File: src/hw/rtl/rofsdt_pkg.sv
`timescale 1ns / 1ps
`default_nettype none

package rofsdt_pkg;

    localparam int unsigned MAX_PAGES_DEF = 16;
    localparam int unsigned MAX_ROWS_DEF  = 256;

    // page * height + row before truncation to the store address
    localparam int unsigned BASE_W = 14;

    localparam logic [7:0] BYTE_ONES = 8'hFF;

    localparam logic [1:0] OP_DRAW = 2'd0;
    localparam logic [1:0] OP_READ = 2'd1;
    localparam logic [1:0] OP_TAKE = 2'd2;

    localparam logic [2:0] ROP_COPY     = 3'd0;
    localparam logic [2:0] ROP_INV_COPY = 3'd1;
    localparam logic [2:0] ROP_INVERT   = 3'd2;
    localparam logic [2:0] ROP_XOR      = 3'd3;
    localparam logic [2:0] ROP_CLEAR    = 3'd4;
    localparam logic [2:0] ROP_SET      = 3'd5;

    localparam logic [1:0] CFG_RASTER_OP = 2'd0;
    localparam logic [1:0] CFG_WIDTH     = 2'd1;
    localparam logic [1:0] CFG_HEIGHT    = 2'd2;

    localparam logic [2:0] RESET_RASTER_OP = 3'd0;
    localparam logic [7:0] RESET_WIDTH     = 8'd128;
    localparam logic [8:0] RESET_HEIGHT    = 9'd256;

    typedef struct packed {
        logic [1:0] op;
        logic [7:0] x_first;
        logic [7:0] y_first;
        logic [7:0] x_last;
        logic [7:0] y_last;
        logic       color;
    } in_word_t;

    typedef struct packed {
        logic [7:0] read_data;
        logic [7:0] range_low;
        logic [7:0] range_high;
        logic       range_empty;
        logic       rejected;
    } out_word_t;

    // effective raster op and display geometry
    typedef struct packed {
        logic [2:0] rop;
        logic [5:0] pages;
        logic [8:0] height;
    } cfg_t;

    typedef enum logic [2:0] {
        ST_CLEAR,
        ST_IDLE,
        ST_DECODE,
        ST_DRAW,
        ST_READ,
        ST_DONE
    } state_t;

    typedef enum logic [1:0] {
        DIRTY_NONE,
        DIRTY_MERGE,
        DIRTY_TAKE
    } dirty_cmd_t;

    typedef struct packed {
        dirty_cmd_t cmd;
        logic [4:0] page;
        logic [7:0] lo;
        logic [7:0] hi;
    } dirty_req_t;

    typedef struct packed {
        logic       valid;
        logic [7:0] lo;
        logic [7:0] hi;
    } dirty_rsp_t;

    function automatic logic [7:0] span_mask(input logic [2:0] sb, input logic [2:0] eb);
        logic [7:0] lo_part;
        logic [7:0] hi_part;
        lo_part = BYTE_ONES >> sb;
        hi_part = BYTE_ONES << (3'd7 - eb);
        return lo_part & hi_part;
    endfunction

    function automatic logic [7:0] apply_rop(input logic [2:0] rop, input logic [7:0] dst,
                                             input logic [7:0] src_all,
                                             input logic [7:0] mask);
        logic [7:0] keep;
        logic [7:0] src;
        logic [7:0] res;
        keep = dst & ~mask;
        src  = src_all & mask;
        case (rop)
            ROP_COPY:     res = keep | (src & mask);
            ROP_INV_COPY: res = keep | (~src & mask);
            ROP_INVERT:   res = keep | (~dst & mask);
            ROP_XOR:      res = keep | ((dst ^ src) & mask);
            ROP_CLEAR:    res = keep;
            ROP_SET:      res = dst | mask;
            default:      res = dst;
        endcase
        return res;
    endfunction

endpackage

`default_nettype wire

File: src/hw/rtl/rofsdt_dirty_tbl.sv
`timescale 1ns / 1ps
`default_nettype none

module rofsdt_dirty_tbl #(
    parameter int unsigned MAX_PAGES = rofsdt_pkg::MAX_PAGES_DEF,
    localparam int unsigned PAGE_W   = (MAX_PAGES > 1) ? $clog2(MAX_PAGES) : 1
) (
    input  wire logic                   aclk,
    input  wire logic                   aresetn,
    input  wire rofsdt_pkg::dirty_req_t req,
    output rofsdt_pkg::dirty_rsp_t      rsp
);

    logic [MAX_PAGES-1:0] valid_reg;
    logic [7:0]           lo_reg [MAX_PAGES];
    logic [7:0]           hi_reg [MAX_PAGES];
    logic [PAGE_W-1:0]    idx;

    assign idx = req.page[PAGE_W-1:0];

    always_ff @(posedge aclk) begin
        if (!aresetn) begin
            valid_reg <= '0;
        end else begin
            case (req.cmd)
                rofsdt_pkg::DIRTY_MERGE: valid_reg[idx] <= 1'b1;
                rofsdt_pkg::DIRTY_TAKE:  valid_reg[idx] <= 1'b0;
                default: ;
            endcase
        end
    end

    always_ff @(posedge aclk) begin
        if (req.cmd == rofsdt_pkg::DIRTY_MERGE) begin
            if (!valid_reg[idx] || (req.lo < lo_reg[idx])) begin
                lo_reg[idx] <= req.lo;
            end
            if (!valid_reg[idx] || (req.hi > hi_reg[idx])) begin
                hi_reg[idx] <= req.hi;
            end
        end
    end

    assign rsp.valid = valid_reg[idx];
    assign rsp.lo    = lo_reg[idx];
    assign rsp.hi    = hi_reg[idx];

endmodule

`default_nettype wire

File: config.mk
export PLATFORM = sky130hd
export DESIGN_NAME = rofsdt_dirty_tbl
export DESIGN_NICKNAME = d
export VERILOG_FILES = /design/src/hw/rtl/rofsdt_pkg.sv /design/src/hw/rtl/rofsdt_dirty_tbl.sv
export SDC_FILE = /design/constraint.sdc
export NUM_CORES = 1
export LEC_CHECK = 0
export BUFFER_PORTS_ARGS = -buffer_cell sky130_fd_sc_hd__buf_2
export CORE_ASPECT_RATIO = 0.75
export CORE_MARGIN = 2
export CORE_UTILIZATION = 35
export CTS_BUF_LIST = sky130_fd_sc_hd__clkbuf_4
export CTS_CLUSTER_DIAMETER = 200
export DETAILED_ROUTE_END_ITERATION = 10
export PLACE_DENSITY = 0.54
export SLEW_MARGIN = 20
export SYNTH_ARGS = -nofsm -noshare
export SYNTH_HDL_FRONTEND = slang
export SYNTH_SLANG_ARGS = --single-unit
File: constraint.sdc
create_clock -name aclk -period 4.1 [get_ports aclk]
set_input_delay 0 -clock aclk [delete_from_list [all_inputs] [get_ports aclk]]
set_output_delay 0 -clock aclk [all_outputs]
set_load 0.05 [all_outputs]
# --- Yosys cells after proc, flatten, opt, wreduce, memory -nomap -nowiden ---
# Memories as Yosys holds them, arrays and structs flattened.
# Cells that the tools add are included.
totals:
  latchBits: 0
  memories: 2
  output_inout_bits: 17
  elab_cells: 28
  register_bits: 16
  mem_bits_rw: 256
  input_bits: 25
  rom_bits: 0
op_classes:
  addsub: 0
  n_mul: 0
  reduce_logical: 5
  div: 0
  n_eq_ne: 2
  n_mux: 11
  bitwise_logic: 3
  order_cmp: 4
  shifts: 0
memory_table:
  columns: ["memory", "words", "width", "rd", "rd_clocked_by_memory_dff", "wr", "line_no", "text"]
  rows:
  - ["hi_reg", 16, 8, 1, 0, 1, "rofsdt_dirty_tbl.sv:16", "logic [7:0] hi_reg [MAX_PAGES];"]
  - ["lo_reg", 16, 8, 1, 0, 1, "rofsdt_dirty_tbl.sv:15", "logic [7:0] lo_reg [MAX_PAGES];"]
ops:
  columns: ["op", "n"]
  rows:
  - ["$pmux W16 S2", 1]
  - ["$and A16 B16 Y16", 1]
  - ["$not A16 Y16", 1]
  - ["$or A16 B16 Y16", 1]
  - ["$gt A8 B8 Y1", 1]
  - ["$lt A8 B8 Y1", 1]
  - ["$mux W1", 8]
  - ["$lt A4 B5 Y1 const B", 1]
  - ["$bmux W1 S4", 1]
  - ["$demux W1 S4", 1]
  - ["$ge A4 B1 Y1 const B", 1]
  - ["$eq A2 B1 Y1 const B", 1]
  - ["$eq A2 B2 Y1 const B", 1]
  - ["$logic_or A1 B1 Y1", 2]
  - ["$reduce_bool A2 Y1", 1]
  - ["$logic_and A1 B1 Y1", 1]
  - ["$logic_not A1 Y1", 1]

# --- Longest topological paths before layout ---
depth:
  ltp_word: 7
  mapped_depth: 13
  ltp_nobuf: 9

# --- Worst setup path after synthesis ---
# No wires, ideal clock.
synth_timing:
  path_type: "input -> register"
  start: "in req[17] (netlist bit)"
  end: "mem lo_reg[10][0] (enable)"
  n_path_buf: 4
  slack_ns: 0.005
  stages: 12
  t_required_ns: 3.730
  setup_time_ns: 0.370
  arrival_time_ns: 3.725
  cell_sequence: "buf_2 > buf_2 > buf_1 > mux4_2 > mux4_2 > inv_1 > ha_1 > a2111oi_0 > or4b_1 > o2111a_2 > buf_6 > nor2_1"
synth_lines:
  columns: ["item", "line_no", "text"]
  rows:
  - ["start: declaration", "rofsdt_dirty_tbl.sv:10", "input wire rofsdt_pkg::dirty_req_t req,"]
  - ["end: declaration", "rofsdt_dirty_tbl.sv:15", null]

# --- Worst setup path after layout ---
layout_timing:
  start: "mem lo_reg[3][3]"
  end: "mem lo_reg[7][0] (enable)"
layout_between:
  elab_chain_len: 6
layout_lines:
  columns: ["item", "line_no", "text"]
  rows:
  - ["$mem_v2 Z16 W8", null, null]
  - ["$lt A8 B8 Y1", "rofsdt_dirty_tbl.sv:35", "if (!valid_reg[idx] || (req.lo < lo_reg[idx])) begin"]
  - ["$logic_or A1 B1 Y1", "rofsdt_dirty_tbl.sv:35", null]
  - ["$mux W1", "rofsdt_dirty_tbl.sv:35", null]
  - ["$mux W1", "rofsdt_dirty_tbl.sv:34", "if (req.cmd == rofsdt_pkg::DIRTY_MERGE) begin"]
  - ["$mux W1 (not written as such)", "rofsdt_dirty_tbl.sv:36", "lo_reg[idx] <= req.lo;"]
# Every way passes these cells.

==> run_results.csv <==
group,metric,value,unit
floorplanning,start_util,0.355,
critical_path,cp-end-kind,"flop",
timing,final.period_utilization,0.920,
clocking,cts_setup_buffers,0,
timing,fmax,265,MHz
detailed_routing,wire_per_inst,22.5,um
logic_synthesis,async_flop_share,0,
logic_synthesis,synth-edff-count,256,
critical_path,critical-path-max-stage-delay,0.52,ns
logic_synthesis,ys_top_cells_by_count,"edfxtp_1, mux4_2, nor2_1",
outcome,outcome,"finished clean",
logic_synthesis,synth_flop_cell,"edfxtp_1",
global_route,antenna_found_initial,2,
logic_synthesis,synth.most_common_cell,"edfxtp_1",
timing,fin_ws,0.326,ns
placed_design,port-buffer-count,40,
clocking,cts.clk_slew.worst_paths,0.06,ns
detailed_routing,drc_errors,0,
clocking,cts_max_level,3,
pwr,internal_power,4.53,mW
detailed_routing,first_pass_iters,5,
layout,fillCellCount,2739,
floorplanning,die_h,158,um
pwr,power.net_switching,1.37,mW
critical_path,cp_max_fo,16,
floorplanning,die_x,210,um
pwr,p_per_area,448,nW/um2
placed_design,gp_congestion,0.763,
detailed_routing,drtAntennaViolNets,0,
global_route,grt_usage,0.162,
critical_path,arrival,4.10,ns
timing,clock_skew,0.0634,ns
clocking,cts_made_buffers,72,
global_route,grt_max_degree,34,
logic_synthesis,synth_top_area_share,0.691,
pwr,clkPwrFrac,0.398,
pwr,p_leak,4.63,nW
floorplanning,num_rows,56,
floorplanning,dieArea,33300,um2
global_route,grt_overflow_total,0,
clocking,ctsHoldBuffers,17,
placed_design,hpwl,16800,um
detailed_routing,via_per_inst,5.27,
logic_synthesis,synth-seq-cells,272,
logic_synthesis,syn_nets,600,
clocking,ctsResizeCount,0,
logic_synthesis,seq_area_frac_synth,0.719,
critical_path,crit_path_cell_trace,"mux4_2 -> mux4_2 -> inv_1 -> ha_1 -> a2111oi_0 -> buf_4 -> or4b_1 -> o2111a_2 -> nor2_1 -> buf_4",
pwr,ir_worst_vdd,162,uV
pwr,p_comb_frac,0.082,
critical_path,worstSetupStartpointType,"flop",
clocking,clk_latency,0.68,ns
floorplanning,pin_count,42,
timing,tightestPinTransition,0.662,ns
logic_synthesis,yosysUniqueCellTypes,33,
critical_path,crit_family,"multiplexers",
clocking,cts_sinks,272,
logic_synthesis,netlist_area,11100,um2
timing,rsz0062_at_grt,"no",
detailed_routing,routed_wl,26000,um
logic_synthesis,synth.area.top_cells,"edfxtp_1, mux4_2, dfxtp_1",
timing,hold_ws,0.123,ns
layout,area_delta_synth_final,18.4,%
timing,setup_tns,0,ns
pwr,p_total,5.91,mW
logic_synthesis,post-synth-top-area-cell,"edfxtp_1",
critical_path,cp.required,4.42,ns
logic_synthesis,postSynthCellCount,558,
hold_path,hp-class,"in -> reg",
clocking,cts_max_path_buffers,3,
timing,slew_violations,0,
layout,nNetsFinal,745,
global_route,first_global_vias,6202,
timing,setup_violations,0,
floorplanning,core_area,31300,um2
critical_path,slowest_stage,"mux4_2",
global_route,grt_pass1_wl,38900,um
layout,final_layout_size_suffix_gt1_frac,0.383,
detailed_routing,drt_iter0_drc,450,
clocking,root_buffer,"clkbuf_4",
detailed_routing,vias,6070,
critical_path,critPathKind,"reg -> reg",
clocking,cts_tree,"yes",
timing,slew-limit-headroom,0.559,
timing,fin_crit,3.77,ns
pwr,swShare,0.232,
placed_design,pre_cts_ws,0.159,ns
logic_synthesis,syn-mean-instance-area,19.9,um2
logic_synthesis,ys_warn_count,0,
critical_path,critical_path_buf_inv_count,3,
timing,hold_violations,0,
run,drv_cap,0,
pwr,seqPwrFrac,0.520,
cell type report:
| cell class | instances | area, um2 | area share |
|---|---|---|---|
| clock buffer | 104 | 781 | 0.0592 |
| multi-input combinational | 235 | 2910 | 0.221 |
| sequential | 272 | 8010 | 0.608 |
| timing repair buffer | 104 | 778 | 0.0591 |
| clock inverter | 12 | 125 | 0.00949 |
| tap | 406 | 508 | 0.0385 |
| antenna | 1 | 2.50 | 0.000190 |
| inverter | 18 | 67.6 | 0.00513 |
logic make-up (layout without fill, tap and decap cells):
kind of cell	Yosys count	count (layout)	synth area share
flops	272	272	0.719
mux	89	89	0.174
simple gates	82	82	0.0315
fa+ha+maj	17	17	0.0191
buf+inv	51	238	0.0196
compound gates	47	47	0.0368
other cells	0	1	0
worst register-to-register path: cells and delay by family, from the launching register on:
kind	cells	cell delay (ns)
multiplexers	2	1.01
AO/OA/AOI/OAI	2	0.68
AND/OR/NAND/NOR	2	0.61
buffers and inverters	3	0.52
flip-flops	1	0.37
adder cells (fa/ha/maj)	1	0.25
worst paths after layout:
check                    start            to  slack, ns  depth (start not counted)
setup / recovery  lo_reg[3][3]  lo_reg[7][0]       0.33                         10
hold / removal         req[18]          flop       0.12                          5
setup reg to reg  lo_reg[3][3]  lo_reg[7][0]       0.33                         10
hold reg to reg           flop          flop       0.50                          1
layer usage:
metal  vias up  wire (um)  track usage  part of all wire
met2       239      11700        0.240              0.45
met3        45       1780       0.0353             0.069
met5         -          0            0                 0
li1       2647          -            -                 -
met1      3139      12000        0.237              0.46
met4         0        484       0.0544             0.019
cells in the final DEF, fill, tap and decap left out, types with 2 or more instances in the layout:
master / count
inv_1: 17
mux2i_1: 5
nand3_1: 7
dlygate4sd3_1: 17
clkbuf_4: 104
buf_12: 4
buf_4: 45
nand2_1: 27
clkinv_4: 3
o21ai_0: 3
o21bai_1: 2
o211a_1: 16
ha_1: 17
edfxtp_1: 256
a311oi_1: 16
o21a_1: 2
nor2b_1: 7
nand4_1: 3
nor2_1: 36
mux4_2: 83
buf_2: 38
clkinv_1: 5
bufinv_16: 2
dfxtp_1: 16
power by group through the flow:
stage	sequential, mW	combinational (mW)	clock, mW
after global routing	3.07	0.524	2.57
after CTS	3.07	0.487	2.42
after floorplan	3.13	0.306	0
after global placement	3.13	0.463	0
after detailed placement	3.13	0.472	0
final	3.07	0.484	2.35
stage by stage:
step                       util  area, um2  std cells
after floorplan               -      11100        558
after global placement    0.386      12100       1018
after detailed placement  0.386      12100       1018
after CTS                 0.421      13200       1151
after global routing      0.421      13200       1152
final                     0.421      13200       1152
(Power assumes the default switching activity.)
