## config.mk

```make
export PLATFORM = sky130hd
export DESIGN_NAME = rofsdt_ctrl
export DESIGN_NICKNAME = d
export VERILOG_FILES = /design/src/hw/rtl/rofsdt_pkg.sv /design/src/hw/rtl/rofsdt_ctrl.sv
export SDC_FILE = /design/constraint.sdc
export NUM_CORES = 1
export LEC_CHECK = 0
export ABC_AREA = 0
export BUFFER_PORTS_ARGS = -buffer_cell sky130_fd_sc_hd__buf_4
export CAP_MARGIN = 20
export CELL_PAD_IN_SITES_DETAIL_PLACEMENT = 1
export CELL_PAD_IN_SITES_GLOBAL_PLACEMENT = 1
export CORE_MARGIN = 1
export CORE_UTILIZATION = 45
export DETAILED_ROUTE_END_ITERATION = 16
export PLACE_DENSITY = 0.92
export SLEW_MARGIN = 40
export SYNTH_ARGS = -nofsm -noshare
export SYNTH_HDL_FRONTEND = slang
export SYNTH_SLANG_ARGS = --single-unit
```

## constraint.sdc

```tcl
create_clock -name aclk -period 6.85 [get_ports aclk]
set_clock_uncertainty 0.2 [all_clocks]
set_input_delay 0.3425 -clock aclk [delete_from_list [all_inputs] [get_ports aclk]]
set_output_delay 0.3425 -clock aclk [all_outputs]
set_load 0.005 [all_outputs]
```

## src/hw/rtl/rofsdt_pkg.sv

```systemverilog
`timescale 1ns / 1ps
`default_nettype none

package rofsdt_pkg;

    localparam int unsigned MAX_PAGES_DEF = 16;
    localparam int unsigned MAX_ROWS_DEF  = 256;

    // page * height + row before truncation to the store address
    localparam int unsigned BASE_W = 14;

    localparam logic [7:0] BYTE_ONES = 8'hFF;

    localparam logic [1:0] OP_DRAW = 2'd0;
    localparam logic [1:0] OP_READ = 2'd1;
    localparam logic [1:0] OP_TAKE = 2'd2;

    localparam logic [2:0] ROP_COPY     = 3'd0;
    localparam logic [2:0] ROP_INV_COPY = 3'd1;
    localparam logic [2:0] ROP_INVERT   = 3'd2;
    localparam logic [2:0] ROP_XOR      = 3'd3;
    localparam logic [2:0] ROP_CLEAR    = 3'd4;
    localparam logic [2:0] ROP_SET      = 3'd5;

    localparam logic [1:0] CFG_RASTER_OP = 2'd0;
    localparam logic [1:0] CFG_WIDTH     = 2'd1;
    localparam logic [1:0] CFG_HEIGHT    = 2'd2;

    localparam logic [2:0] RESET_RASTER_OP = 3'd0;
    localparam logic [7:0] RESET_WIDTH     = 8'd128;
    localparam logic [8:0] RESET_HEIGHT    = 9'd256;

    typedef struct packed {
        logic [1:0] op;
        logic [7:0] x_first;
        logic [7:0] y_first;
        logic [7:0] x_last;
        logic [7:0] y_last;
        logic       color;
    } in_word_t;

    typedef struct packed {
        logic [7:0] read_data;
        logic [7:0] range_low;
        logic [7:0] range_high;
        logic       range_empty;
        logic       rejected;
    } out_word_t;

    // effective raster op and display geometry
    typedef struct packed {
        logic [2:0] rop;
        logic [5:0] pages;
        logic [8:0] height;
    } cfg_t;

    typedef enum logic [2:0] {
        ST_CLEAR,
        ST_IDLE,
        ST_DECODE,
        ST_DRAW,
        ST_READ,
        ST_DONE
    } state_t;

    typedef enum logic [1:0] {
        DIRTY_NONE,
        DIRTY_MERGE,
        DIRTY_TAKE
    } dirty_cmd_t;

    typedef struct packed {
        dirty_cmd_t cmd;
        logic [4:0] page;
        logic [7:0] lo;
        logic [7:0] hi;
    } dirty_req_t;

    typedef struct packed {
        logic       valid;
        logic [7:0] lo;
        logic [7:0] hi;
    } dirty_rsp_t;

    function automatic logic [7:0] span_mask(input logic [2:0] sb, input logic [2:0] eb);
        logic [7:0] lo_part;
        logic [7:0] hi_part;
        lo_part = BYTE_ONES >> sb;
        hi_part = BYTE_ONES << (3'd7 - eb);
        return lo_part & hi_part;
    endfunction

    function automatic logic [7:0] apply_rop(input logic [2:0] rop, input logic [7:0] dst,
                                             input logic [7:0] src_all,
                                             input logic [7:0] mask);
        logic [7:0] keep;
        logic [7:0] src;
        logic [7:0] res;
        keep = dst & ~mask;
        src  = src_all & mask;
        case (rop)
            ROP_COPY:     res = keep | (src & mask);
            ROP_INV_COPY: res = keep | (~src & mask);
            ROP_INVERT:   res = keep | (~dst & mask);
            ROP_XOR:      res = keep | ((dst ^ src) & mask);
            ROP_CLEAR:    res = keep;
            ROP_SET:      res = dst | mask;
            default:      res = dst;
        endcase
        return res;
    endfunction

endpackage

`default_nettype wire

```

## src/hw/rtl/rofsdt_ctrl.sv

```systemverilog
`timescale 1ns / 1ps
`default_nettype none

module rofsdt_ctrl #(
    parameter int unsigned MAX_PAGES  = rofsdt_pkg::MAX_PAGES_DEF,
    parameter int unsigned MAX_ROWS   = rofsdt_pkg::MAX_ROWS_DEF,
    localparam int unsigned STORE_DEPTH = MAX_PAGES * MAX_ROWS,
    localparam int unsigned ADDR_W      = $clog2(STORE_DEPTH)
) (
    input  wire logic                   aclk,
    input  wire logic                   aresetn,
    input  wire rofsdt_pkg::cfg_t       cfg,
    input  wire logic                   s_valid,
    output logic                        s_ready,
    input  wire rofsdt_pkg::in_word_t   s_data,
    output logic                        m_valid,
    input  wire logic                   m_ready,
    output rofsdt_pkg::out_word_t       m_data,
    output logic                        mem_we,
    output logic [ADDR_W-1:0]           mem_waddr,
    output logic [7:0]                  mem_wdata,
    output logic                        mem_re,
    output logic [ADDR_W-1:0]           mem_raddr,
    input  wire logic [7:0]             mem_rdata,
    output rofsdt_pkg::dirty_req_t      dirty_req,
    input  wire rofsdt_pkg::dirty_rsp_t dirty_rsp
);

    rofsdt_pkg::state_t    state_reg, state_next;
    logic [ADDR_W-1:0]     clr_cnt_reg, clr_cnt_next;
    rofsdt_pkg::in_word_t  item_reg, item_next;
    logic [4:0]            p_cur_reg, p_cur_next;
    logic [4:0]            p_first_reg, p_first_next;
    logic [4:0]            p_last_reg, p_last_next;
    logic [2:0]            sb_reg, sb_next;
    logic [2:0]            eb_reg, eb_next;
    logic [7:0]            y_cur_reg, y_cur_next;
    logic [7:0]            y_lo_reg, y_lo_next;
    logic [7:0]            y_hi_reg, y_hi_next;
    logic [rofsdt_pkg::BASE_W-1:0] base_reg, base_next;
    logic                  wb_valid_reg, wb_valid_next;
    logic [ADDR_W-1:0]     wb_addr_reg, wb_addr_next;
    logic [7:0]            wb_mask_reg, wb_mask_next;
    rofsdt_pkg::out_word_t res_reg, res_next;
    logic                  rd_sel_reg, rd_sel_next;
    logic                  m_valid_reg, m_valid_next;
    rofsdt_pkg::out_word_t m_data_reg, m_data_next;

    logic [8:0] w9, w_m1, h_m1;
    logic [7:0] xa, xb, ya, yb, xb_c, yb_c;
    logic [4:0] rd_page, page_sel;
    logic       draw_rej, read_rej, take_rej;
    logic       last_row, last_page, out_free;
    logic [rofsdt_pkg::BASE_W-1:0] addr_sum;
    logic [7:0] src_all;

    assign w9   = {cfg.pages, 3'b000};
    assign w_m1 = w9 - 9'd1;
    assign h_m1 = cfg.height - 9'd1;

    assign xa   = (item_reg.x_first <= item_reg.x_last) ? item_reg.x_first : item_reg.x_last;
    assign xb   = (item_reg.x_first <= item_reg.x_last) ? item_reg.x_last : item_reg.x_first;
    assign ya   = (item_reg.y_first <= item_reg.y_last) ? item_reg.y_first : item_reg.y_last;
    assign yb   = (item_reg.y_first <= item_reg.y_last) ? item_reg.y_last : item_reg.y_first;
    assign xb_c = ({1'b0, xb} >= w9) ? w_m1[7:0] : xb;
    assign yb_c = ({1'b0, yb} >= cfg.height) ? h_m1[7:0] : yb;

    assign rd_page  = item_reg.x_first[7:3];
    assign draw_rej = ({1'b0, item_reg.x_first} >= w9) ||
                      ({1'b0, item_reg.y_first} >= cfg.height);
    assign read_rej = ({1'b0, rd_page} >= cfg.pages) ||
                      ({1'b0, item_reg.y_first} >= cfg.height);
    assign take_rej = ({1'b0, rd_page} >= cfg.pages);
    assign page_sel = (item_reg.op == rofsdt_pkg::OP_DRAW) ? xa[7:3] : rd_page;

    assign last_row  = (y_cur_reg == y_hi_reg);
    assign last_page = (p_cur_reg == p_last_reg);
    assign out_free  = !m_valid_reg || m_ready;
    assign addr_sum  = base_reg + {{(rofsdt_pkg::BASE_W-8){1'b0}}, y_cur_reg};
    assign src_all   = item_reg.color ? rofsdt_pkg::BYTE_ONES : 8'h00;

    always_comb begin
        state_next = state_reg;
        case (state_reg)
            rofsdt_pkg::ST_CLEAR: begin
                if (clr_cnt_reg == ADDR_W'(STORE_DEPTH - 1)) begin
                    state_next = rofsdt_pkg::ST_IDLE;
                end
            end
            rofsdt_pkg::ST_IDLE: begin
                if (s_valid) begin
                    state_next = rofsdt_pkg::ST_DECODE;
                end
            end
            rofsdt_pkg::ST_DECODE: begin
                case (item_reg.op)
                    rofsdt_pkg::OP_DRAW: begin
                        state_next = draw_rej ? rofsdt_pkg::ST_DONE : rofsdt_pkg::ST_DRAW;
                    end
                    rofsdt_pkg::OP_READ: begin
                        state_next = read_rej ? rofsdt_pkg::ST_DONE : rofsdt_pkg::ST_READ;
                    end
                    default: state_next = rofsdt_pkg::ST_DONE;
                endcase
            end
            rofsdt_pkg::ST_DRAW: begin
                if (last_row && last_page) begin
                    state_next = rofsdt_pkg::ST_DONE;
                end
            end
            rofsdt_pkg::ST_READ: state_next = rofsdt_pkg::ST_DONE;
            rofsdt_pkg::ST_DONE: begin
                if (out_free) begin
                    state_next = rofsdt_pkg::ST_IDLE;
                end
            end
            default: state_next = rofsdt_pkg::ST_IDLE;
        endcase
    end

    always_comb begin
        clr_cnt_next  = clr_cnt_reg;
        item_next     = item_reg;
        p_cur_next    = p_cur_reg;
        p_first_next  = p_first_reg;
        p_last_next   = p_last_reg;
        sb_next       = sb_reg;
        eb_next       = eb_reg;
        y_cur_next    = y_cur_reg;
        y_lo_next     = y_lo_reg;
        y_hi_next     = y_hi_reg;
        base_next     = base_reg;
        wb_valid_next = 1'b0;
        wb_addr_next  = addr_sum[ADDR_W-1:0];
        wb_mask_next  = rofsdt_pkg::span_mask((p_cur_reg == p_first_reg) ? sb_reg : 3'd0,
                                              last_page ? eb_reg : 3'd7);
        res_next      = res_reg;
        rd_sel_next   = rd_sel_reg;
        m_valid_next  = m_valid_reg && !m_ready;
        m_data_next   = m_data_reg;
        s_ready       = 1'b0;
        mem_re        = 1'b0;
        mem_raddr     = addr_sum[ADDR_W-1:0];
        mem_we        = wb_valid_reg;
        mem_waddr     = wb_addr_reg;
        mem_wdata     = rofsdt_pkg::apply_rop(cfg.rop, mem_rdata, src_all, wb_mask_reg);
        dirty_req     = '{cmd: rofsdt_pkg::DIRTY_NONE, page: p_cur_reg,
                          lo: y_lo_reg, hi: y_hi_reg};

        case (state_reg)
            rofsdt_pkg::ST_CLEAR: begin
                clr_cnt_next = clr_cnt_reg + ADDR_W'(1);
                mem_we       = 1'b1;
                mem_waddr    = clr_cnt_reg;
                mem_wdata    = 8'h00;
            end
            rofsdt_pkg::ST_IDLE: begin
                s_ready   = 1'b1;
                item_next = s_data;
            end
            rofsdt_pkg::ST_DECODE: begin
                res_next     = '0;
                rd_sel_next  = 1'b0;
                p_cur_next   = xa[7:3];
                p_first_next = xa[7:3];
                p_last_next  = xb_c[7:3];
                sb_next      = xa[2:0];
                eb_next      = xb_c[2:0];
                y_lo_next    = ya;
                y_hi_next    = yb_c;
                y_cur_next   = (item_reg.op == rofsdt_pkg::OP_DRAW) ? ya : item_reg.y_first;
                base_next    = {{(rofsdt_pkg::BASE_W-5){1'b0}}, page_sel} *
                               {{(rofsdt_pkg::BASE_W-9){1'b0}}, cfg.height};
                case (item_reg.op)
                    rofsdt_pkg::OP_DRAW: res_next.rejected = draw_rej;
                    rofsdt_pkg::OP_READ: begin
                        res_next.rejected = read_rej;
                        rd_sel_next       = !read_rej;
                    end
                    rofsdt_pkg::OP_TAKE: begin
                        if (take_rej) begin
                            res_next.rejected    = 1'b1;
                            res_next.range_empty = 1'b1;
                        end else begin
                            dirty_req.cmd        = rofsdt_pkg::DIRTY_TAKE;
                            dirty_req.page       = rd_page;
                            res_next.range_empty = !dirty_rsp.valid;
                            res_next.range_low   = dirty_rsp.valid ? dirty_rsp.lo : 8'h00;
                            res_next.range_high  = dirty_rsp.valid ? dirty_rsp.hi : 8'h00;
                        end
                    end
                    default: ;
                endcase
            end
            rofsdt_pkg::ST_DRAW: begin
                mem_re        = 1'b1;
                wb_valid_next = 1'b1;
                if (last_row) begin
                    dirty_req.cmd = rofsdt_pkg::DIRTY_MERGE;
                    p_cur_next    = p_cur_reg + 5'd1;
                    base_next     = base_reg + {{(rofsdt_pkg::BASE_W-9){1'b0}}, cfg.height};
                    y_cur_next    = y_lo_reg;
                end else begin
                    y_cur_next = y_cur_reg + 8'd1;
                end
            end
            rofsdt_pkg::ST_READ: begin
                mem_re = 1'b1;
            end
            rofsdt_pkg::ST_DONE: begin
                if (out_free) begin
                    m_valid_next = 1'b1;
                    m_data_next  = res_reg;
                    if (rd_sel_reg) begin
                        m_data_next.read_data = mem_rdata;
                    end
                end
            end
            default: ;
        endcase
    end

    always_ff @(posedge aclk) begin
        if (!aresetn) begin
            state_reg    <= rofsdt_pkg::ST_CLEAR;
            clr_cnt_reg  <= '0;
            wb_valid_reg <= 1'b0;
            m_valid_reg  <= 1'b0;
        end else begin
            state_reg    <= state_next;
            clr_cnt_reg  <= clr_cnt_next;
            wb_valid_reg <= wb_valid_next;
            m_valid_reg  <= m_valid_next;
        end
    end

    always_ff @(posedge aclk) begin
        item_reg    <= item_next;
        p_cur_reg   <= p_cur_next;
        p_first_reg <= p_first_next;
        p_last_reg  <= p_last_next;
        sb_reg      <= sb_next;
        eb_reg      <= eb_next;
        y_cur_reg   <= y_cur_next;
        y_lo_reg    <= y_lo_next;
        y_hi_reg    <= y_hi_next;
        base_reg    <= base_next;
        wb_addr_reg <= wb_addr_next;
        wb_mask_reg <= wb_mask_next;
        res_reg     <= res_next;
        rd_sel_reg  <= rd_sel_next;
        m_data_reg  <= m_data_next;
    end

    assign m_valid = m_valid_reg;
    assign m_data  = m_data_reg;

    // write-back must never hit the byte being read in the same cycle
    a_rmw_no_overlap: assert property (@(posedge aclk) disable iff (!aresetn)
        (wb_valid_reg && mem_re) |-> (wb_addr_reg != mem_raddr))
        else $error("read-modify-write overlap on one frame byte");

    a_no_accept_in_clear: assert property (@(posedge aclk) disable iff (!aresetn)
        (state_reg == rofsdt_pkg::ST_CLEAR) |-> !s_ready)
        else $error("input taken during store clear");

    a_wb_follows_draw: assert property (@(posedge aclk) disable iff (!aresetn)
        wb_valid_reg |-> ($past(state_reg) == rofsdt_pkg::ST_DRAW))
        else $error("write-back without a draw read");

    a_result_from_done: assert property (@(posedge aclk) disable iff (!aresetn)
        $rose(m_valid_reg) |-> ($past(state_reg) == rofsdt_pkg::ST_DONE))
        else $error("result word raised outside done state");

endmodule

`default_nettype wire

```

== Word-level counts from Yosys, hierarchy flattened ==
Cells that the tools add are included.

* $add $sub $neg: 8
* Mux-type cells: 42
* Magnitude comparators: 7
* Multipliers: 1
* Reduce and logical (&&, ||, !) cells: 18
* Shifts and indexed selects: 2
* Eq/ne operators: 21
* Bitwise logic cells: 18

{| class="wikitable"
|+ Operator list
! kind !! number
|-
| $mux 8 || 10
|-
| $and 8x8->8 || 7
|-
| $pmux 8 s6 || 1
|-
| $or 8x8->8 || 5
|-
| $ge 8x9->1 || 4
|-
| $pmux 14 s2 || 1
|-
| $not 8->8 || 3
|-
| $mux 3 || 7
|-
| $pmux 3 s6 || 1
|-
| $le 8x8->1 || 2
|-
| $pmux 8 s2 || 1
|-
| $sub 8x1->8 const B || 2
|-
| $mux 5 || 3
|-
| $add 14x9->14 || 1
|-
| $mul 5x9->14 || 1
|-
| $mux 14 || 1
|-
| $mux 7 || 2
|-
| $add 12x1->12 const B || 1
|-
| $add 12x8->12 || 1
|-
| $eq 12x12->1 const B || 1
|-
| $eq 3x2->1 const B || 4
|-
| $eq 3x3->1 const B || 4
|-
| $mux 12 || 1
|-
| $eq 5x5->1 || 2
|-
| 28 further kinds || 51
|}

* Logic and storage cells: 148
* Flip-flop bits (word level): 176
* Output and inout port bits: 85

== Depth between registers and ports, before layout ==
Gate-level depths: netlist (run 1).

* Depth after elaboration: 7
* Mapped depth: 24

== Least setup slack after synthesis (run 1) ==
No wires, ideal clock.

* Path type: register -> register
* Start: reg item_reg[28] in the netlist's numbering
* End: reg base_reg[11] in the netlist's numbering, data pin
* Cell stages (with the launch flop): 22
* Arrival time: 5.368 ns
* Path slack: 1.137 ns
* Library setup time: 0.146 ns
* Path buffers: 0
* Period minus slack after synthesis: 5.713 ns
* Cells stage by stage: edfxtp_1 ha_1 nand4_1 or2_0 and3_1 a31oi_4 mux2i_1 nor2_1 fa_1 fa_1 inv_1 fa_1 inv_1 ha_1 o21ai_0 nand2b_1 a21oi_1 a21oi_1 a31oi_1 xnor2_1 xnor3_1 a21oi_1

* Cells in the longest elaborated chain, start to end: 5

{| class="wikitable"
|+ RTL lines
! element !! line !! RTL
|-
| start, declared || rofsdt_ctrl.sv:31 || <nowiki>rofsdt_pkg::in_word_t item_reg, item_next;</nowiki>
|-
| start signal, assigned || rofsdt_ctrl.sv:238 || <nowiki>item_reg <= item_next;</nowiki>
|-
| $le 8x8->1 || rofsdt_ctrl.sv:61 || <nowiki>assign xa = (item_reg.x_first <= item_reg.x_last) ? item_reg.x_first : item_reg.x_last;</nowiki>
|-
| $mux 8 || rofsdt_ctrl.sv:61 ||
|-
| $mux 5 * || rofsdt_ctrl.sv:74 || <nowiki>assign page_sel = (item_reg.op == rofsdt_pkg::OP_DRAW) ? xa[7:3] : rd_page;</nowiki>
|-
| $mul 5x9->14 * || rofsdt_ctrl.sv:172 || <nowiki>base_next = {{(rofsdt_pkg::BASE_W-5){1'b0}}, page_sel} *</nowiki>
|-
| $pmux 14 s2 * || rofsdt_ctrl.sv:150 || <nowiki>case (state_reg)</nowiki>
|-
| via base_next (one bit) || rofsdt_ctrl.sv:40 || <nowiki>logic [rofsdt_pkg::BASE_W-1:0] base_reg, base_next;</nowiki>
|-
| end signal, assigned || rofsdt_ctrl.sv:247 || <nowiki>base_reg <= base_next;</nowiki>
|-
| end, declared || rofsdt_ctrl.sv:40 ||
|}

The timed path passes the listed nets; every way through them passes the cells marked *.
A chain may end at the register's enable or synchronous reset.

== Final worst setup path (run 1) ==
Same ends and word-level chain as after synthesis.

==> results of run 1 <==
-- report_power, final --
group,internal [uW],switching [uW]
sequential,1140,2.38
clock,494,498
combinational,130,139
-- area by class of cell --
type / count / area share (%)
multi-input combinational: 715 / 40.1
clock buffer: 18 / 3.21
clock inverter: 14 / 1.25
inverter: 78 / 2.19
sequential: 174 / 36.4
timing repair buffer: 227 / 14.0
tap: 313 / 2.93
-- path summary, 6_finish.rpt --
path | start | end | slack (ns) | depth (start not counted)
max | item_reg[28] | base_reg[11] | 0.41 | 20
min | dirty_rsp[15] | res_reg[17] | 0.004 | 2
max reg2reg | item_reg[28] | base_reg[11] | 0.41 | 20
min reg2reg | res_reg[12] | m_data[12] | 0.22 | 0
-- routing by layer --
layer | GRT usage, % | routed length [um]
met2 | 49.6 | 16500
met1 | 33.0 | 13200
met4 | 13.6 | 1330
met3 | 5.29 | 1880
met5 | 0 | 9
-- worst reg2reg max path, cell delays in order, from the launching register on --
cell      delay (ns)
edfxtp_1        0.45
ha_1            0.36
nand4_1         0.19
or2_0           0.29
and3_1          0.21
a31oi_4         0.32
nor2_1          0.09
a21oi_1         0.47
nand2b_1        0.22
fa_1            0.44
fa_1            0.53
fa_1            0.56
inv_1           0.08
ha_1            0.40
a21oi_1         0.12
nand2b_1        0.21
a21oi_1         0.24
a31oi_1         0.13
xnor2_1         0.21
xnor3_1         0.42
a21oi_1         0.15
-- cell families (layout without fill, tap and decap cells) --
logic type / count (synthesis) / count (layout) / share of synthesized area [%]
multiplexers: 52 / 52 / 5.37
adder cells (fa/ha/maj): 103 / 103 / 13.8
flip-flops: 174 / 174 / 46.1
AND/OR/NAND/NOR: 279 / 279 / 12.7
AO/OA/AOI/OAI: 204 / 204 / 12.0
XOR/XNOR: 77 / 77 / 6.53
buffers and inverters: 101 / 337 / 3.62
-- through the flow --
step                      cell area, um2  worst slack, ns  instances  hold WS (ns)
after global placement             12200            0.880       1455         0.200
after floorplan                    10500             1.14        990         0.200
after global routing               13400           0.0830       1539        0.0120
after CTS                          13300            0.490       1538      0.000966
after detailed placement           12200            0.585       1457         0.206
final                              13400            0.406       1539       0.00376
-- synthesized netlist by cell type (all sizes together), types with 2 or more instances --
library cell / count / area share (%)
edfxtp: 137 / 39
nand2: 87 / 3.1
ha: 81 / 9.6
inv: 77 / 2.7
o21ai: 70 / 3.3
nor2: 69 / 2.5
a21oi: 58 / 2.8
xor2: 40 / 3.3
dfxtp: 37 / 7.0
mux2: 36 / 3.8
xnor2: 36 / 3.0
and2: 30 / 1.8
nand2b: 23 / 1.4
fa: 22 / 4.2
clkbuf: 19 / 0.68
nand3: 18 / 0.85
mux2i: 16 / 1.5
a21o: 15 / 1.1
nor2b: 13 / 0.77
a211oi: 11 / 0.78
and3: 10 / 0.59
nor3: 10 / 0.47
a22oi: 9 / 0.64
o21a: 7 / 0.50
a31oi: 6 / 0.50
o211ai: 6 / 0.43
nand4: 5 / 0.30
buf: 4 / 0.17
o31ai: 4 / 0.33
a211o: 3 / 0.25
nor4: 3 / 0.18
o21bai: 3 / 0.21
or2: 3 / 0.18
a21boi: 2 / 0.14
nand4b: 2 / 0.17
==> qor.txt, run 1 <==
CP delay by family, top = adder cells
Die area = 24000 um2
Iter 0 DRT Violations = 630
CP dominant cell by count = a21oi_1
DR vias = 8642
Setup crit start kind = flip-flop
Maximum VDD drop = 0.116 mV
Die outline height = 155 um
# fillers = 2416
Largest net degree at the start of global routing = 37
Antenna violations before repair = 1
Post-route minimum period = 6.44 ns
Seq/Total Area, Yosys = 46.1%
Crit path kind = reg -> reg
Post-Route Utilization = 58.6%
Global-route wire length before repair = 51500 um
Most frequent cells in the layout = 175 x buf_4, 137 x edfxtp_1, 86 x nand2_1
Status = finished clean
Register bit count reported by yosys = 174
Relative slew slack = 43.6%
Syn_area_per_cell = 10.6 um2
Final Setup Violations = 0
Clock sinks = 174
Core area = 22800 um2
Via density = 5.62
Remaining antenna violation count = 0
First-pass DRT Iterations = 5
Final Hold Vio Count = 0
GPL Wtd Cong = 0.856
Total congestion overflow = 0
Area Overhead vs Synth = 26.7%
Worst slew pin tran = 0.846 ns
Crit-path max cell delay = 0.56 ns
Design Power = 2400 uW
Max stage delay cell, worst path = fa_1
WL/cell = 21.4 um
Crit path buffers/inverters = 1
P_leak = 0.00568 uW
# hold bufs at CTS = 49
CP cell instances = ha_1, nand4_1, or2_0, and3_1, a31oi_4, nor2_1, a21oi_1, nand2b_1, fa_1, fa_1, fa_1, inv_1, ha_1, a21oi_1, nand2b_1, a21oi_1, a31oi_1, xnor2_1, xnor3_1, a21oi_1
Post-synth net total = 1175
Final max-slew violation count = 0
CTS tree = built
Final period utilization = 94.1%
IO Pins = 167
Fmax = 155 MHz
Die Wd = 155 um
Synthesis Warnings = 0
Post-route setup TNS = 0 ns
Gr usage total = 28.2%
Clk slew on worst S/H paths = 0.08 ns
DP HPWL = 23200 um
Crit path DAT = 6.53 ns
Syn Std Cell Area = 10500 um2
Max Cap Viol = 0
Hold Crit Class = in -> reg
Worst Path Required = 6.94 ns
H-Tree Depth = 4
FFs w/ async S/R, synth = 0%
Final net count = 1398
N_diodes = 0
Cells after Synth = 990
WL final = 33000 um
FF/Latch Area = 4850 um2
Drt drc = 0
Root buffer cell = clkbuf_16
Post_cts resized = 0
Top FF cell, synth = edfxtp_1
CP max FO = 10
Initial Utilization = 46.3%
Setup bufs post-CTS = 0
Cell variety after synth = 59
Share of post-route cells with drive strength above 1 = 21.0%
Vias in the first global route = 9368
Largest register FFs = 35
Crit end category = flip-flop
Num CTS Buffers = 17
Multi-input logic area = 5350 um2
Commonest non-fill, non-tap cell in the layout = buf_4
Number of synthesized flops with an enable pin = 137
Row cnt = 55
Clk Latency, worst-skew pair = 0.45 ns
CTS Buffer Depth = 2
Port bufs = 166
Unrepaired setup endpoints after global routing = no
Pwr Density = 180 nW/um2
No activity file was read; power rests on OpenSTA's default activity.
==> run 2, diff against run 1 <==
RECOVER_POWER = 100   (was not set)
==> qor.txt, run 2 (synthesized netlist as in run 1, its figures left out) <==
Status = finished with violations
Failing checks = max-capacitance violations, max-slew violations
H-Tree Depth = 4 (unchanged)
Relative slew slack = -25.8% (-69 points)
Die outline height = 155 um (unchanged)
Fmax = 155 MHz (+0.18%)
Antenna violations before repair = 1 (unchanged)
Num CTS Buffers = 17 (unchanged)
Post-route minimum period = 6.43 ns (-0.0113 ns)
Post-route setup TNS = 0 ns (unchanged)
Gr usage total = 28.2% (unchanged)
Crit path buffers/inverters = 1 (unchanged)
CP cell instances = ha_1, nand4_1, or2_0, and3_1, a31oi_4, nor2_1, a21oi_1, nand2b_1, fa_1, fa_1, fa_1, inv_1, ha_1, a21o_1, a21oi_1, o21bai_1, a21oi_1, o21ai_0, xor2_1, nand2_1, o21ai_0
WL/cell = 21.5 um (+0.27%)
Vias in the first global route = 9368 (unchanged)
Pwr Density = 181 nW/um2 (+0.99%)
Largest net degree at the start of global routing = 37 (unchanged)
Remaining antenna violation count = 0 (unchanged)
Final period utilization = 93.9% (-0.16 points)
Setup crit start kind = flip-flop
Final Hold Vio Count = 0 (unchanged)
Crit end category = flip-flop
CTS tree = built
First-pass DRT Iterations = 4 (-1)
Worst slew pin tran = 1.89 ns (+1.04 ns)
Initial Utilization = 46.3% (unchanged)
Crit path kind = reg -> reg
Post-place setup slack = 0.585 ns (unchanged)
IO Pins = 167 (unchanged)
R2r setup slk = 0.42 ns (about the same)
Share of post-route cells with drive strength above 1 = 17.9% (-3.1 points)
CTS Buffer Depth = 2 (unchanged)
Design Power = 2390 uW (-0.28%)
DP HPWL = 23200 um (unchanged)
Post-Route Utilization = 57.9% (-0.74 points)
WL final = 33000 um (+0.27%)
Commonest non-fill, non-tap cell in the layout = edfxtp_1
DR vias = 8615 (-0.31%)
Int Pwr = 1760 uW (-0.17%)
Drt drc = 0 (unchanged)
Area Overhead vs Synth = 25.1%
Final net count = 1398 (unchanged)
GPL Wtd Cong = 0.856 (unchanged)
Switch share = 26.6% (-0.079 points)
Max Cap Viol = 3 (+3)
N_diodes = 0 (unchanged)
Maximum VDD drop = 0.116 mV (+0.19%)
Combinational Power Share = 11.1% (about the same)
Total congestion overflow = 0 (unchanged)
Most frequent cells in the layout = 137 x edfxtp_1, 101 x clkbuf_4, 87 x nand2_1
Crit-path max cell delay = 0.55 ns (about the same)
Largest register FFs = 35 (unchanged)
Crit path DAT = 6.38 ns (-0.15 ns)
Via density = 5.60 (-0.31%)
Iter 0 DRT Violations = 611 (-3.0%)
Hold WS = 0.00756 ns (+0.00379 ns)
Root buffer cell = clkbuf_16
Clk Latency, worst-skew pair = 0.45 ns (about the same)
Worst Path Required = 6.80 ns (-0.14 ns)
Unrepaired setup endpoints after global routing = no
Port bufs = 166 (unchanged)
CP delay by family, top = adder cells
Clk slew on worst S/H paths = 0.08 ns (about the same)
Hold Crit Class = in -> reg
Final worst slack = 0.417 ns (+0.0113 ns)
NetSw = 636 uW (-0.58%)
P_leak = 0.00556 uW (-2.2%)
Final Setup Violations = 0 (unchanged)
# fillers = 2439 (+0.95%)
Die area = 24000 um2 (unchanged)
Clk network pwr share = 41.4% (about the same)
Row cnt = 55 (unchanged)
Max stage delay cell, worst path = fa_1
Sequential fraction of design power = 47.5% (about the same)
Setup bufs post-CTS = 0 (unchanged)
Core area = 22800 um2 (unchanged)
CP max FO = 10 (unchanged)
Die Wd = 155 um (unchanged)
Final max-slew violation count = 55 (+55)
Clock sinks = 174 (unchanged)
Global-route wire length before repair = 51500 um (unchanged)
-- run 2: area by class of cell --
type / count / area, um2 / area share, %
Tap cell: 313 / 392 / 2.97
Clock inverter: 14 / 166 / 1.26
Timing Repair Buffer: 227 / 1760 / 13.4
Sequential cell: 174 / 4850 / 36.8
Inverter: 78 / 293 / 2.22
Multi-Input combinational cell: 715 / 5290 / 40.1
Clock buffer: 18 / 429 / 3.25
-- run 2: worst register-to-register path: stages, from the launching register on --
cell      delay [ns]
edfxtp_1        0.46
ha_1            0.36
nand4_1         0.19
or2_0           0.28
and3_1          0.20
a31oi_4         0.31
nor2_1          0.09
a21oi_1         0.47
nand2b_1        0.23
fa_1            0.44
fa_1            0.53
fa_1            0.55
inv_1           0.08
ha_1            0.39
a21o_1          0.22
a21oi_1         0.26
o21bai_1        0.12
a21oi_1         0.28
o21ai_0         0.17
xor2_1          0.16
nand2_1         0.07
o21ai_0         0.11
-- run 2: timing repair --
| action | 4_1_cts | 5_1_grt |
|---|---|---|
| hold buffers | 49 | 1 |
| gates resized for setup | 0 | 0 |
| endpoints found under the hold margin | 50 | 1 |
-- run 2: final timing paths --
kind                                    from  depth (start not counted)            to
worst max-delay path            item_reg[28]                         21  base_reg[10]
worst max register to register  item_reg[28]                         21  base_reg[10]
worst min-delay path            mem_rdata[5]                          2    m_data[23]
worst min register to register   res_reg[12]                          0    m_data[12]
-- run 2: through the flow --
step	instance area, um2	cells
floorplan	10500	990
global placement	12200	1455
global route	13200	1539
finish	13200	1539
detailed placement	12200	1457
CTS	13300	1538
-- run 2: layer usage --
layer  global-route usage [%]  part of all wire [%]
met4                     13.6                   3.9
met5                        0                 0.033
met2                     49.6                    50
met1                     33.0                    41
met3                     5.29                   5.2
-- run 2: power by group through the flow --
| stage | clock network [uW] | logic (uW) | registers (uW) |
|---|---|---|---|
| 2_1_floorplan | 0 | 140 | 1160 |
| 3_3_place_gp | 0 | 214 | 1160 |
| 3_5_place_dp | 0 | 232 | 1160 |
| 4_1_cts | 990 | 261 | 1140 |
| 5_1_grt | 1040 | 289 | 1140 |
| 6_report | 990 | 265 | 1140 |
